File: src/hdl/agf_pkg.sv
package agf_pkg;

	// Operand width and derived sizes
	localparam int VALUE_WIDTH = 31;
	localparam int K_W         = $clog2(VALUE_WIDTH);
	localparam int TDATA_W     = ((VALUE_WIDTH + 7) / 8) * 8;

	// Commands from the controller to the datapath
	typedef struct packed {
		logic load;    // take a new word into the operand registers
		logic step;    // run one binary GCD step
		logic finish;  // write the pair result back to the accumulator
		logic emit;    // with finish: send the result out and clear the accumulator
	} agf_cmd_t;

	// Status from the datapath to the controller
	typedef struct packed {
		logic done;      // one operand is zero, result is ready
		logic out_free;  // output register can take a result this cycle
	} agf_sts_t;

endpackage

File: src/hdl/array_gcd_fold_unit.sv
// Running greatest common divisor over sets of unsigned values.
// Input channel s_*: one value per word, s_tlast marks the final value of
// a set. Output channel m_*: one word per set, the divisor of all values in
// it (0 when every value is zero, the value itself for a one-value set).
// Each accepted word is folded into an accumulator by binary GCD: a load,
// then one step per cycle (halve an even operand, or subtract and halve
// when both are odd), then a write-back. The steps are bounded by the total
// operand bits. s_tready is high only while no word is in flight. The
// result of a set appears on m_* in the cycle after its last word is
// written back.
// When the receiver stalls, the result waits in the output register and the
// next set is still accepted and folded; only the write-back of a further
// result waits until the register is free.
// Reset clears the accumulator, the open set and the output register.
module array_gcd_fold_unit
	import agf_pkg::*;
(
	input  logic               clk,
	input  logic               arst_n,
	input  logic               s_tvalid,
	output logic               s_tready,
	input  logic [TDATA_W-1:0] s_tdata,   // value, pad ignored
	input  logic               s_tlast,   // last_item
	output logic               m_tvalid,
	input  logic               m_tready,
	output logic [TDATA_W-1:0] m_tdata    // divisor, zero pad
);

	agf_cmd_t               cmd;
	agf_sts_t               sts;
	logic [VALUE_WIDTH-1:0] divisor;

	agf_ctrl u_ctrl (
		.clk      (clk),
		.arst_n   (arst_n),
		.in_valid (s_tvalid),
		.in_last  (s_tlast),
		.in_ready (s_tready),
		.sts      (sts),
		.cmd      (cmd)
	);

	agf_datapath u_datapath (
		.clk       (clk),
		.arst_n    (arst_n),
		.cmd       (cmd),
		.in_value  (s_tdata[VALUE_WIDTH-1:0]),
		.out_ready (m_tready),
		.out_valid (m_tvalid),
		.out_value (divisor),
		.sts       (sts)
	);

	// Pad the divisor to whole bytes
	assign m_tdata = TDATA_W'(divisor);

endmodule

File: src/hdl/agf_ctrl.sv
module agf_ctrl
	import agf_pkg::*;
(
	input  logic     clk,
	input  logic     arst_n,
	input  logic     in_valid,
	input  logic     in_last,
	output logic     in_ready,
	input  agf_sts_t sts,
	output agf_cmd_t cmd
);

	localparam logic [1:0] ST_IDLE = 2'd0;
	localparam logic [1:0] ST_RUN  = 2'd1;

	logic [1:0] state_q;
	logic [1:0] state_d;
	logic       last_q;

	// Take a word only when no pair is in flight
	assign in_ready = (state_q == ST_IDLE);

	// Decode commands and next state
	always_comb begin
		cmd     = '0;
		state_d = state_q;
		unique case (state_q)
			ST_IDLE: begin
				if (in_valid) begin
					cmd.load = 1'b1;
					state_d  = ST_RUN;
				end
			end
			ST_RUN: begin
				if (!sts.done) begin
					cmd.step = 1'b1;
				end else if (!last_q) begin
					cmd.finish = 1'b1;
					state_d    = ST_IDLE;
				end else if (sts.out_free) begin
					cmd.finish = 1'b1;
					cmd.emit   = 1'b1;
					state_d    = ST_IDLE;
				end
			end
			default: begin
				state_d = ST_IDLE;
			end
		endcase
	end

	// Hold state and the last flag of the word being folded
	always_ff @(posedge clk or negedge arst_n) begin
		if (!arst_n) begin
			state_q <= ST_IDLE;
			last_q  <= 1'b0;
		end else begin
			state_q <= state_d;
			if (cmd.load) last_q <= in_last;
		end
	end

	a_ctrl_one_cmd: assert property (@(posedge clk) disable iff (!arst_n)
		!(cmd.step && cmd.finish))
		else $error("step and finish issued together");

	a_ctrl_emit_last: assert property (@(posedge clk) disable iff (!arst_n)
		cmd.emit |-> last_q)
		else $error("result emitted for a word without last");

	a_ctrl_finish_idle: assert property (@(posedge clk) disable iff (!arst_n)
		cmd.finish |=> (state_q == ST_IDLE))
		else $error("controller not idle after finish");

endmodule

File: src/hdl/agf_datapath.sv
module agf_datapath
	import agf_pkg::*;
(
	input  logic                   clk,
	input  logic                   arst_n,
	input  agf_cmd_t               cmd,
	input  logic [VALUE_WIDTH-1:0] in_value,
	input  logic                   out_ready,
	output logic                   out_valid,
	output logic [VALUE_WIDTH-1:0] out_value,
	output agf_sts_t               sts
);

	logic [VALUE_WIDTH-1:0] acc_q;
	logic [VALUE_WIDTH-1:0] a_q;
	logic [VALUE_WIDTH-1:0] b_q;
	logic [K_W-1:0]         k_q;
	logic [VALUE_WIDTH-1:0] out_value_q;
	logic                   out_valid_q;

	logic [VALUE_WIDTH:0]   diff_ab;
	logic [VALUE_WIDTH-1:0] diff_ba;
	logic                   a_ge_b;
	logic [VALUE_WIDTH-1:0] result;

	// Compare and subtract for the odd-odd step
	assign diff_ab = {1'b0, a_q} - {1'b0, b_q};
	assign diff_ba = b_q - a_q;
	assign a_ge_b  = ~diff_ab[VALUE_WIDTH];

	// Restore the common power of two
	assign result = VALUE_WIDTH'((a_q | b_q) << k_q);

	assign sts.done     = (a_q == '0) || (b_q == '0);
	assign sts.out_free = !out_valid_q || out_ready;

	assign out_valid = out_valid_q;
	assign out_value = out_value_q;

	// Operand registers: load a pair, then advance one binary GCD step per cycle
	always_ff @(posedge clk) begin
		if (cmd.load) begin
			a_q <= acc_q;
			b_q <= in_value;
			k_q <= '0;
		end else if (cmd.step) begin
			priority if (!a_q[0] && !b_q[0]) begin
				a_q <= a_q >> 1;
				b_q <= b_q >> 1;
				k_q <= k_q + K_W'(1);
			end else if (!a_q[0]) begin
				a_q <= a_q >> 1;
			end else if (!b_q[0]) begin
				b_q <= b_q >> 1;
			end else if (a_ge_b) begin
				a_q <= diff_ab[VALUE_WIDTH-1:0] >> 1;
			end else begin
				b_q <= diff_ba >> 1;
			end
		end
	end

	// Accumulator: take the pair result, clear after a set closes
	always_ff @(posedge clk or negedge arst_n) begin
		if (!arst_n) begin
			acc_q <= '0;
		end else if (cmd.finish) begin
			acc_q <= cmd.emit ? '0 : result;
		end
	end

	// Output register: hold the word until the receiver takes it
	always_ff @(posedge clk or negedge arst_n) begin
		if (!arst_n) begin
			out_valid_q <= 1'b0;
		end else if (cmd.emit) begin
			out_valid_q <= 1'b1;
		end else if (out_ready) begin
			out_valid_q <= 1'b0;
		end
	end

	always_ff @(posedge clk) begin
		if (cmd.emit) out_value_q <= result;
	end

	a_dp_emit_free: assert property (@(posedge clk) disable iff (!arst_n)
		cmd.emit |-> (!out_valid_q || out_ready))
		else $error("result would overwrite an unsent word");

	a_dp_step_busy: assert property (@(posedge clk) disable iff (!arst_n)
		cmd.step |-> !sts.done)
		else $error("step issued with a zero operand");

	a_dp_acc_clear: assert property (@(posedge clk) disable iff (!arst_n)
		cmd.emit |=> (acc_q == '0))
		else $error("accumulator not cleared after a set");

endmodule

File: config.mk
export PLATFORM = sky130hd
export DESIGN_NAME = array_gcd_fold_unit
export DESIGN_NICKNAME = d
export VERILOG_FILES = /design/src/hdl/agf_pkg.sv /design/src/hdl/array_gcd_fold_unit.sv /design/src/hdl/agf_ctrl.sv /design/src/hdl/agf_datapath.sv
export SDC_FILE = /design/constraint.sdc
export NUM_CORES = 1
export LEC_CHECK = 0
export BUFFER_PORTS_ARGS = -buffer_cell sky130_fd_sc_hd__clkbuf_2
export CAP_MARGIN = 20
export CELL_PAD_IN_SITES_DETAIL_PLACEMENT = 1
export CELL_PAD_IN_SITES_GLOBAL_PLACEMENT = 1
export CORE_UTILIZATION = 53
export CTS_BUF_LIST = sky130_fd_sc_hd__clkbuf_8
export CTS_CLUSTER_SIZE = 25
export DETAILED_ROUTE_END_ITERATION = 10
export PLACE_DENSITY = 0.9
export SKIP_CTS_REPAIR_TIMING = 1
export SKIP_LAST_GASP = 1
export SLEW_MARGIN = 25
export SYNTH_ARGS = -nofsm -noshare
export SYNTH_HDL_FRONTEND = slang
export SYNTH_SLANG_ARGS = --single-unit
export TNS_END_PERCENT = 30
File: constraint.sdc
create_clock -name clk -period 8 [get_ports clk]
set_input_delay 0.4 -clock clk [delete_from_list [all_inputs] [get_ports clk]]
set_output_delay 0.4 -clock clk [all_outputs]
set_load 0.01 [all_outputs]
==> results of run 1 <==
==> final cells by class <==
class | count | area share (%)
clock buffers | 18 | 2.078
clock inverters | 14 | 1.490
inverters | 102 | 3.211
multi-input cells | 878 | 55.24
flip-flops and latches | 132 | 31.43
well taps | 270 | 2.833
repair buffers | 79 | 3.715
==> Yosys cell counts (8+ instances only) <==
cell type  count
a221oi_2      12
buf_1          9
o21bai_1      12
o22ai_1        9
nand3_1       11
dfrtp_1       34
mux2i_1       22
a211oi_1      25
a22o_1        16
clkbuf_1      39
o21ai_0       66
nor2b_1       14
buf_2         14
edfxtp_1      93
a21oi_1       87
o31ai_1        8
mux4_2        23
xnor2_1       52
nor3_1        31
nor4_1        18
a31oi_1       20
nand2_1       45
inv_1        101
mux2_2        15
nor2_1       149
a221oi_1      13
ha_1          90
xor2_1         8
o21ai_1       11
==> worst max-delay path, stage by stage (launching register included) <==
cell,delay (ns)
edfxtp_1,0.55
inv_1,0.14
ha_1,0.45
nor3b_2,0.34
nor3_1,0.10
o221a_2,0.34
or3_1,0.44
o21ai_2,0.22
o31a_2,0.63
nor2b_1,0.14
o21ai_2,0.33
buf_4,0.42
==> cells in the final DEF, fill, tap and decap left out, drive strengths merged, types with 7 or more instances in the layout <==
cell type and count:
mux2i 22, nand3 11, nand2 46, edfxtp 93, clkbuf 86, nor2 150, xor2 8, o21ai 84
nor4 20, or3 7, a31oi 20, or2 10, ha 90, mux4 23, dfrtp 34, o22ai 9
o31ai 10, buf 11, a221oi 25, nor2b 14, mux2 15, nor3 32, nand2b 7, clkinv 8
a21oi 90, inv 105, a21o 7, xnor2 52, a22o 16, a211oi 26, o21bai 12
==> state kept, by name, summed over array words and instances (netlist names) <==
name,cells
u_datapath.k_q,5
u_datapath.out_value,31
u_ctrl.last_q,1
u_datapath.a_q,31
u_ctrl.state_q,1
u_datapath.out_valid,1
u_datapath.acc_q,31
u_datapath.b_q,31
==> per-stage QoR <==
| stage | hold WS [ns] | instances |
|---|---|---|
| after global placement | 0.4625 | 1460 |
| after CTS | 0.05543 | 1493 |
| after floorplan | 0.1044 | 1182 |
| final | 0.04066 | 1493 |
| after detailed placement | 0.4837 | 1461 |
| after global routing | 0.08410 | 1493 |
==> cell families (layout without fill, tap and decap cells) <==
logic type               after synthesis  in the layout  share of synthesized area, %
flip-flops                           132            132                         34.03
XOR/XNOR                              60             60                         4.778
buffers and inverters                172            213                         6.472
AO/OA/AOI/OAI                        346            346                         21.91
multiplexers                          60             60                         8.247
AND/OR/NAND/NOR                      319            319                         13.92
other                                  1              1                       0.03409
adder cells (fa/ha/maj)               92             92                         10.60
==> how the worst max path moves through the flow <==
stage / end / startpoint
after CTS: u_datapath.a_q[7] / u_datapath.b_q[5]
after global placement: u_datapath.a_q[4] / u_datapath.b_q[5]
after detailed placement: u_datapath.a_q[4] / u_datapath.b_q[5]
after floorplan: u_datapath.a_q[10] / u_datapath.b_q[17]
final: u_datapath.a_q[7] / u_datapath.b_q[5]
after global routing: u_datapath.a_q[7] / u_datapath.b_q[5]
==> per-layer routing <==
layer | wire (um) | part of all wire [%] | up-vias
li1 | - | - | 4362
met1 | 16580 | 41 | 4921
met2 | 18090 | 45 | 601
met3 | 3507 | 8.7 | 125
met4 | 1963 | 4.9 | 0
met5 | 0 | 0 | -
==> flow_summary.json, run 1 <==
{
  "cts_root_buf": "clkbuf_8",
  "nNetsFinal": 1339,
  "synth_area_leaders": "edfxtp_1, ha_1, dfrtp_1",
  "avgSynthCellArea_um2": 9.306,
  "finalMaxSlewViolations": 0,
  "yosysWarnings": 0,
  "endpoint_kind": "flip-flop",
  "synth_ff_type": "edfxtp_1",
  "drc_errors": 0,
  "crit_fanout": 24,
  "clock_latency_ns": 0.47,
  "max-cap-violations": 0,
  "antenna_found_initial": 0,
  "grt_util_all_layers_pct": 38.41,
  "max-slew-margin-rel_pct": 35.83,
  "cts_max_path_buffers": 2,
  "viasPerCell": 6.704,
  "syn_nets": 1311,
  "rrSetupSlack_ns": 3.52,
  "fin_crit_sh_pct": 56.00,
  "setup_ws_ns": 3.520,
  "hold_path_class": "primary input to asynchronous set/reset pin",
  "grtUsageMet3_pct": 6.969,
  "cp_data_arrival_time_ns": 4.60,
  "synth_seq_area_share_pct": 34.03,
  "grt_pass1_wl_um": 61590,
  "crit_type": "flip-flop to flip-flop",
  "r2r_cells": 11,
  "die_h_um": 146.1,
  "cts.clk_slew.worst_paths_ns": 0.10,
  "cts_max_level": 4,
  "cts_buffers": 17,
  "port_buffers": 68,
  "core_area_mm2": 0.02030,
  "fin_util_pct": 58.73,
  "finalInstanceArea_mm2": 0.01192,
  "start_util_pct": 54.19,
  "placed_area_mm2": 0.01149,
  "netlist_instances": 1182,
  "synth_cell_types": 86,
  "yosysTopAreaCell": "edfxtp_1",
  "rows": 52,
  "status": "finished clean",
  "die_area_mm2": 0.02133,
  "report.final.hold_viol_count": 0,
  "grt_max_degree": 67,
  "wl_per_cell_um": 26.88,
  "tritoncts": "built",
  "area_growth_pct": 8.395,
  "dr.pass1.iters": 5,
  "async_reset_ff_share_pct": 25.76,
  "r2r-start": "u_datapath.b_q[5]",
  "ys_seq_elements": 132,
  "gp_congestion": 0.9342,
  "drive_gt1_share_pct": 17.17,
  "busiest_layer": "met2",
  "rsz0062_at_grt": "no",
  "drt-initial-drc-count": 1115,
  "tns_ns": 0,
  "diodes": 0,
  "pre_cts_ws_ns": 3.604,
  "regArea_mm2": 0.003747,
  "start_kind": "flip-flop",
  "reg2reg_to": "u_datapath.a_q[7]",
  "required_ns": 8.12,
  "grt-ovfl-total": 0,
  "multiInputGateArea_mm2": 0.006586,
  "die_x_um": 146.1,
  "drt_wl_total_um": 40140,
  "period_needed_ns": 4.480,
  "synth_edf_count": 93,
  "grt_pass1_vias": 10180,
  "hpwl_um": 30150,
  "fillers": 2375,
  "max_freq_ghz": 0.2232,
  "synth_area_mm2": 0.01100,
  "synth_top_area_share_pct": 25.39,
  "num_io_pins": 71,
  "via_count": 10010,
  "setup_viol": 0,
  "met2_usage_pct": 60.38,
  "postRouteAntennaNets": 0,
  "worst_slew_pin_slew_ns": 0.9625,
  "skew_ns": 0.01696,
  "use_met1_pct": 51.58,
  "cts.sinks": 132
}
Power of run 1 is not shown: default switching activity piles up to over one toggle a cycle in this logic, so the estimate is an artifact.
==> run 2, diff against run 1 <==
- CORE_UTILIZATION: 53 -> 50
- PLACE_DENSITY: 0.9 -> 0.86
- clock period: 8 -> 4.25 ns (I/O delays scaled with it)
==> run 2 against run 1 <==
Final cell count rose by 1.3%. Core utilization fell by 2.3 points. Routed wire length fell by 1.2%. Sequential share of layout area fell by 0.25 points. Critical endpoint is now u_datapath.b_q[29]. Largest cell class unchanged.
==> flow_summary.json, run 2 (same netlist as run 1, synthesis figures left out) <==
{
  "drt_wl_total_um": 39650,
  "grt_pass1_wl_um": 60600,
  "cts_max_path_buffers": 2,
  "cts_buffers": 17,
  "grt-ovfl-total": 0,
  "fin_crit_sh_pct": 89.01,
  "die_area_mm2": 0.02260,
  "r2r_cells": 11,
  "start_kind": "flip-flop",
  "crit_path_max_incr_delay_ns": 0.56,
  "crit_fanout": 7,
  "fin_util_pct": 56.43,
  "endpoint_kind": "flip-flop",
  "start_util_pct": 51.67,
  "max-slew-margin-rel_pct": 27.36,
  "fillers": 2470,
  "crit_type": "flip-flop to flip-flop",
  "grt_util_all_layers_pct": 36.16,
  "final_common_cell": "nor2_1",
  "drt-initial-drc-count": 1095,
  "setup_ws_ns": 0.4669,
  "antenna_found_initial": 1,
  "rows": 53,
  "max-cap-violations": 0,
  "placed_area_mm2": 0.01157,
  "clock_latency_ns": 0.47,
  "cp_num_buf_inv": 1,
  "worst_slew_pin_slew_ns": 1.090,
  "diodes": 0,
  "grt_pass1_vias": 10100,
  "hpwl_um": 30100,
  "final_cell_mix": "nor2_1, inv_1, edfxtp_1",
  "period_needed_ns": 3.783,
  "area_growth_pct": 9.202,
  "report.final.hold_viol_count": 0,
  "critPathTopFamily": "compound AO/OA/AOI/OAI gates",
  "hold_path_class": "primary input to flip-flop",
  "num_io_pins": 71,
  "gp_congestion": 0.9202,
  "finalInstanceArea_mm2": 0.01201,
  "pre_cts_ws_ns": 0.5762,
  "via_count": 9969,
  "cts_root_buf": "clkbuf_8",
  "finalMaxSlewViolations": 0,
  "viasPerCell": 6.589,
  "tritoncts": "built",
  "crit_slowest_cell": "a221oi_1",
  "status": "finished clean",
  "nNetsFinal": 1354,
  "die_x_um": 150.3,
  "rrSetupSlack_ns": 0.47,
  "skew_ns": 0.01723,
  "postRouteAntennaNets": 0,
  "rsz0062_at_grt": "no",
  "crit_cells": 11,
  "die_h_um": 150.3,
  "cts.clk_slew.worst_paths_ns": 0.10,
  "cts_max_level": 4,
  "path_cells": "inv_1 -> ha_1 -> nor2_1 -> a221oi_1 -> nor2b_1 -> o311a_1 -> a211oi_1 -> o221ai_1 -> o21ai_1 -> xnor2_1 -> o21ai_1",
  "wl_per_cell_um": 26.21,
  "port_buffers": 68,
  "min_path_cells": 2,
  "max_freq_ghz": 0.2643,
  "core_area_mm2": 0.02129,
  "dr.pass1.iters": 8,
  "cp_data_arrival_time_ns": 4.00,
  "required_ns": 4.47,
  "drive_gt1_share_pct": 17.93,
  "critPathMostFrequentCell": "o21ai_1",
  "cts.sinks": 132,
  "setup_viol": 0,
  "drc_errors": 0,
  "grt_max_degree": 44
}
[run 2: changes by cell type in the layout (fill, tap and decap cells not counted), moves of 2 or more]
cell,before,now
inv_6,3,6
inv_8,0,5
buf_4,10,24
dlygate4sd3_1,0,2
clkinv_4,6,1
[run 2: worst paths after layout]
kind                                             end                start
worst max-delay path              u_datapath.b_q[29]    u_datapath.a_q[5]
worst min-delay path              u_datapath.b_q[30]          s_tdata[30]
worst max register to register    u_datapath.b_q[29]    u_datapath.a_q[5]
worst min register to register   u_datapath.acc_q[3]  u_datapath.acc_q[3]
max in group asynchronous       u_datapath.acc_q[16]               arst_n
min in group asynchronous        u_datapath.acc_q[6]               arst_n
[run 2: per-stage QoR]
stage / instances / hold slack [ns] / setup TNS, ns
2_1_floorplan: 1182 / -0.08309 / -20.03
3_3_place_gp: 1479 / 0.3622 / 0
3_5_place_dp: 1479 / 0.3594 / 0
4_1_cts: 1511 / -0.1461 / 0
5_1_grt: 1513 / 0.01265 / 0
6_report: 1513 / 0.02579 / 0
[run 2: layer usage]
| metal | global-route usage (%) | wire, um |
|---|---|---|
| met1 | 50.21 | 16920 |
| met3 | 5.273 | 3123 |
| met5 | 0 | 0 |
| met4 | 15.40 | 1667 |
| met2 | 56.06 | 17940 |
[run 2: area by class of cell]
class	instances	area, um^2	share of cell area [%]
clock buffers	17	234.0	1.948
inverters	102	382.9	3.188
clock inverters	15	182.7	1.521
well taps	275	344.1	2.865
flip-flops and latches	132	3745	31.18
repair buffers	94	540.5	4.500
multi-input cells	878	6583	54.80
Power of run 2 is left out for the same reason.
==> run 3, diff against run 2 <==
- CORE_ASPECT_RATIO: default -> 0.8
- PLACE_DENSITY: 0.86 -> 0.85
- SYNTH_HIERARCHICAL: default -> 1
==> run 3 against run 2 <==
Area after synthesis is 0.36% lower. Final cell count shrank 2.8%. Global-route usage shrank 2.2 points.
==> flow_summary.json, run 3 <==
{
  "cts_buffers": 17,
  "cts_max_level": 4,
  "tritoncts": "built",
  "dp_cells": 1436,
  "synth_area_leaders": "edfxtp_1, ha_1, dfrtp_1",
  "fin_crit_sh_pct": 90.54,
  "clock_latency_ns": 0.49,
  "crit_path_max_incr_delay_ns": 0.61,
  "synth_cell_types": 82,
  "die_h_um": 134.4,
  "grt_util_all_layers_pct": 34.00,
  "die_area_mm2": 0.02252,
  "cts_root_buf": "clkbuf_8",
  "setup_ws_ns": 0.4019,
  "max_freq_ghz": 0.2599,
  "cts_max_path_buffers": 2,
  "cp_data_arrival_time_ns": 4.07,
  "cts.clk_slew.worst_paths_ns": 0.08,
  "synth_fa_ha_area_share_pct": 10.64,
  "crit_type": "flip-flop to flip-flop",
  "max-slew-margin-rel_pct": 36.99,
  "via_count": 9614,
  "diodes": 0,
  "grt-ovfl-total": 0,
  "final_cells": 1471,
  "drc_errors": 0,
  "required_ns": 4.47,
  "path_cells": "inv_1 -> ha_1 -> inv_1 -> a221oi_2 -> o31ai_2 -> a211oi_1 -> o21ai_1 -> a21boi_1 -> nor4_1 -> a311oi_1 -> o21ai_0",
  "cts.sinks": 132,
  "drive_gt1_share_pct": 19.31,
  "cp_num_buf_inv": 2,
  "rsz0062_at_grt": "no",
  "antenna_found_initial": 0,
  "num_io_pins": 71,
  "status": "finished clean",
  "synth_top_area_share_pct": 25.48,
  "critPathMostFrequentCell": "inv_1",
  "rows": 48,
  "dr.pass1.iters": 5,
  "crit_slowest_cell": "a211oi_1",
  "finalMaxSlewViolations": 0,
  "synthXorXnorAreaFrac_pct": 4.555,
  "hpwl_um": 28840,
  "synth-simple-area-share_pct": 11.39,
  "ys_top_cells_by_count": "inv_1, a21oi_1, edfxtp_1, nor2_1, ha_1",
  "yosysTopAreaCell": "edfxtp_1",
  "multiInputGateArea_mm2": 0.006513,
  "crit_fanout": 6,
  "port_buffers": 68,
  "final_common_cell": "inv_1",
  "grt_max_degree": 52,
  "drt-initial-drc-count": 1055,
  "synth_edf_count": 93,
  "final_cell_mix": "inv_1, a21oi_1, nor2_1, edfxtp_1, ha_1",
  "avgSynthCellArea_um2": 9.613,
  "area_growth_pct": 9.328,
  "nNetsFinal": 1312,
  "synth_seq_area_share_pct": 34.16,
  "start_util_pct": 50.83,
  "async_reset_ff_share_pct": 25.76,
  "max-cap-violations": 0,
  "worst_slew_pin_slew_ns": 0.9452,
  "postRouteAntennaNets": 0,
  "synth_top_family_by_area": "compound AO/OA/AOI/OAI gates",
  "hold_path_class": "primary input to flip-flop",
  "syn_nets": 1269,
  "pre_cts_ws_ns": 0.5174,
  "yosys.cell_count.top_type": "inv_1",
  "grt_pass1_vias": 9713,
  "tns_ns": 0,
  "yosysWarnings": 6,
  "ys_seq_elements": 132,
  "critPathTopFamily": "compound AO/OA/AOI/OAI gates",
  "synth-compound-area-share_pct": 20.28,
  "report.final.hold_viol_count": 0,
  "regArea_mm2": 0.003745,
  "grt_pass1_wl_um": 57730,
  "setup_viol": 0,
  "holdWs_ns": 0.01736,
  "synth_ff_type": "edfxtp_1",
  "wl_per_cell_um": 25.33,
  "die_x_um": 167.5,
  "skew_ns": 0.02038,
  "start_kind": "flip-flop",
  "drt_wl_total_um": 37270,
  "gp_congestion": 0.9971,
  "core_area_mm2": 0.02156,
  "synth_area_mm2": 0.01096,
  "fillers": 2433,
  "endpoint_kind": "flip-flop",
  "synthMuxAreaShare_pct": 12.48,
  "period_needed_ns": 3.848,
  "netlist_instances": 1140,
  "viasPerCell": 6.536
}
-- run 3: changes by cell type after synthesis, moves of 8 or more --
cell,change
nand2b_1,+8
o22ai_1,+34
a21oi_1,+10
a211oi_1,-8
a31oi_1,-15
nor2_1,-56
o2bb2ai_1,+14
mux2_2,+42
nand2_1,-16
nor2b_1,-8
o21ai_0,-39
a221oi_1,-9
a221oi_2,-10
-- run 3: kinds of logic (layout without fill, tap and decap cells) --
kind of cell / count (synthesis) / count (layout)
buffers and inverters: 178 / 234
AND/OR/NAND/NOR: 248 / 248
adder cells (fa/ha/maj): 92 / 92
multiplexers: 104 / 104
other: 1 / 1
AO/OA/AOI/OAI: 328 / 328
XOR/XNOR: 57 / 57
flip-flops: 132 / 132
-- run 3: final cells by class --
cell class,instances,area share [%]
multi-input cells,830,54.35
flip-flops and latches,132,31.26
repair buffers,93,4.678
inverters,109,3.415
well taps,275,2.872
clock buffers,17,1.953
clock inverters,15,1.472
-- run 3: final timing paths --
check                                    startpoint              endpoint  slack (ns)  depth (start not counted)
worst max-delay path              u_datapath/a_q[2]    u_datapath/b_q[26]        0.40                         11
worst min-delay path                    s_tdata[25]    u_datapath/b_q[25]        0.02                          2
worst max register to register    u_datapath/a_q[2]    u_datapath/b_q[26]        0.40                         11
worst min register to register  u_datapath/acc_q[0]   u_datapath/acc_q[0]        0.52                          1
max in group asynchronous                    arst_n  u_datapath/acc_q[16]        3.25                          2
min in group asynchronous                    arst_n  u_datapath/acc_q[11]        0.41                          2
-- run 3: worst reg2reg max path, cell delays in order (launching register included) --
cell	delay (ns)
edfxtp_1	0.46
inv_1	0.13
ha_1	0.43
inv_1	0.13
a221oi_2	0.41
o31ai_2	0.15
a211oi_1	0.61
o21ai_1	0.22
a21boi_1	0.45
nor4_1	0.09
a311oi_1	0.38
o21ai_0	0.12
-- run 3: per-layer routing --
| layer | up-vias | track usage, % | share of wire (%) |
|---|---|---|---|
| li1 | 4282 | - | - |
| met1 | 4823 | 47.69 | 45 |
| met2 | 431 | 53.08 | 45 |
| met3 | 78 | 5.695 | 7.2 |
| met4 | 0 | 11.98 | 2.9 |
| met5 | - | 0 | 0 |
-- run 3: per-stage QoR --
stage / instance area, um^2 / utilization (%)
6_report: 11980 / 55.57
4_1_cts: 11950 / 55.43
3_5_place_dp: 11540 / 53.53
2_1_floorplan: 10960 / -
5_1_grt: 11980 / 55.57
3_3_place_gp: 11540 / 53.53
Power of run 3 is left out for the same reason.
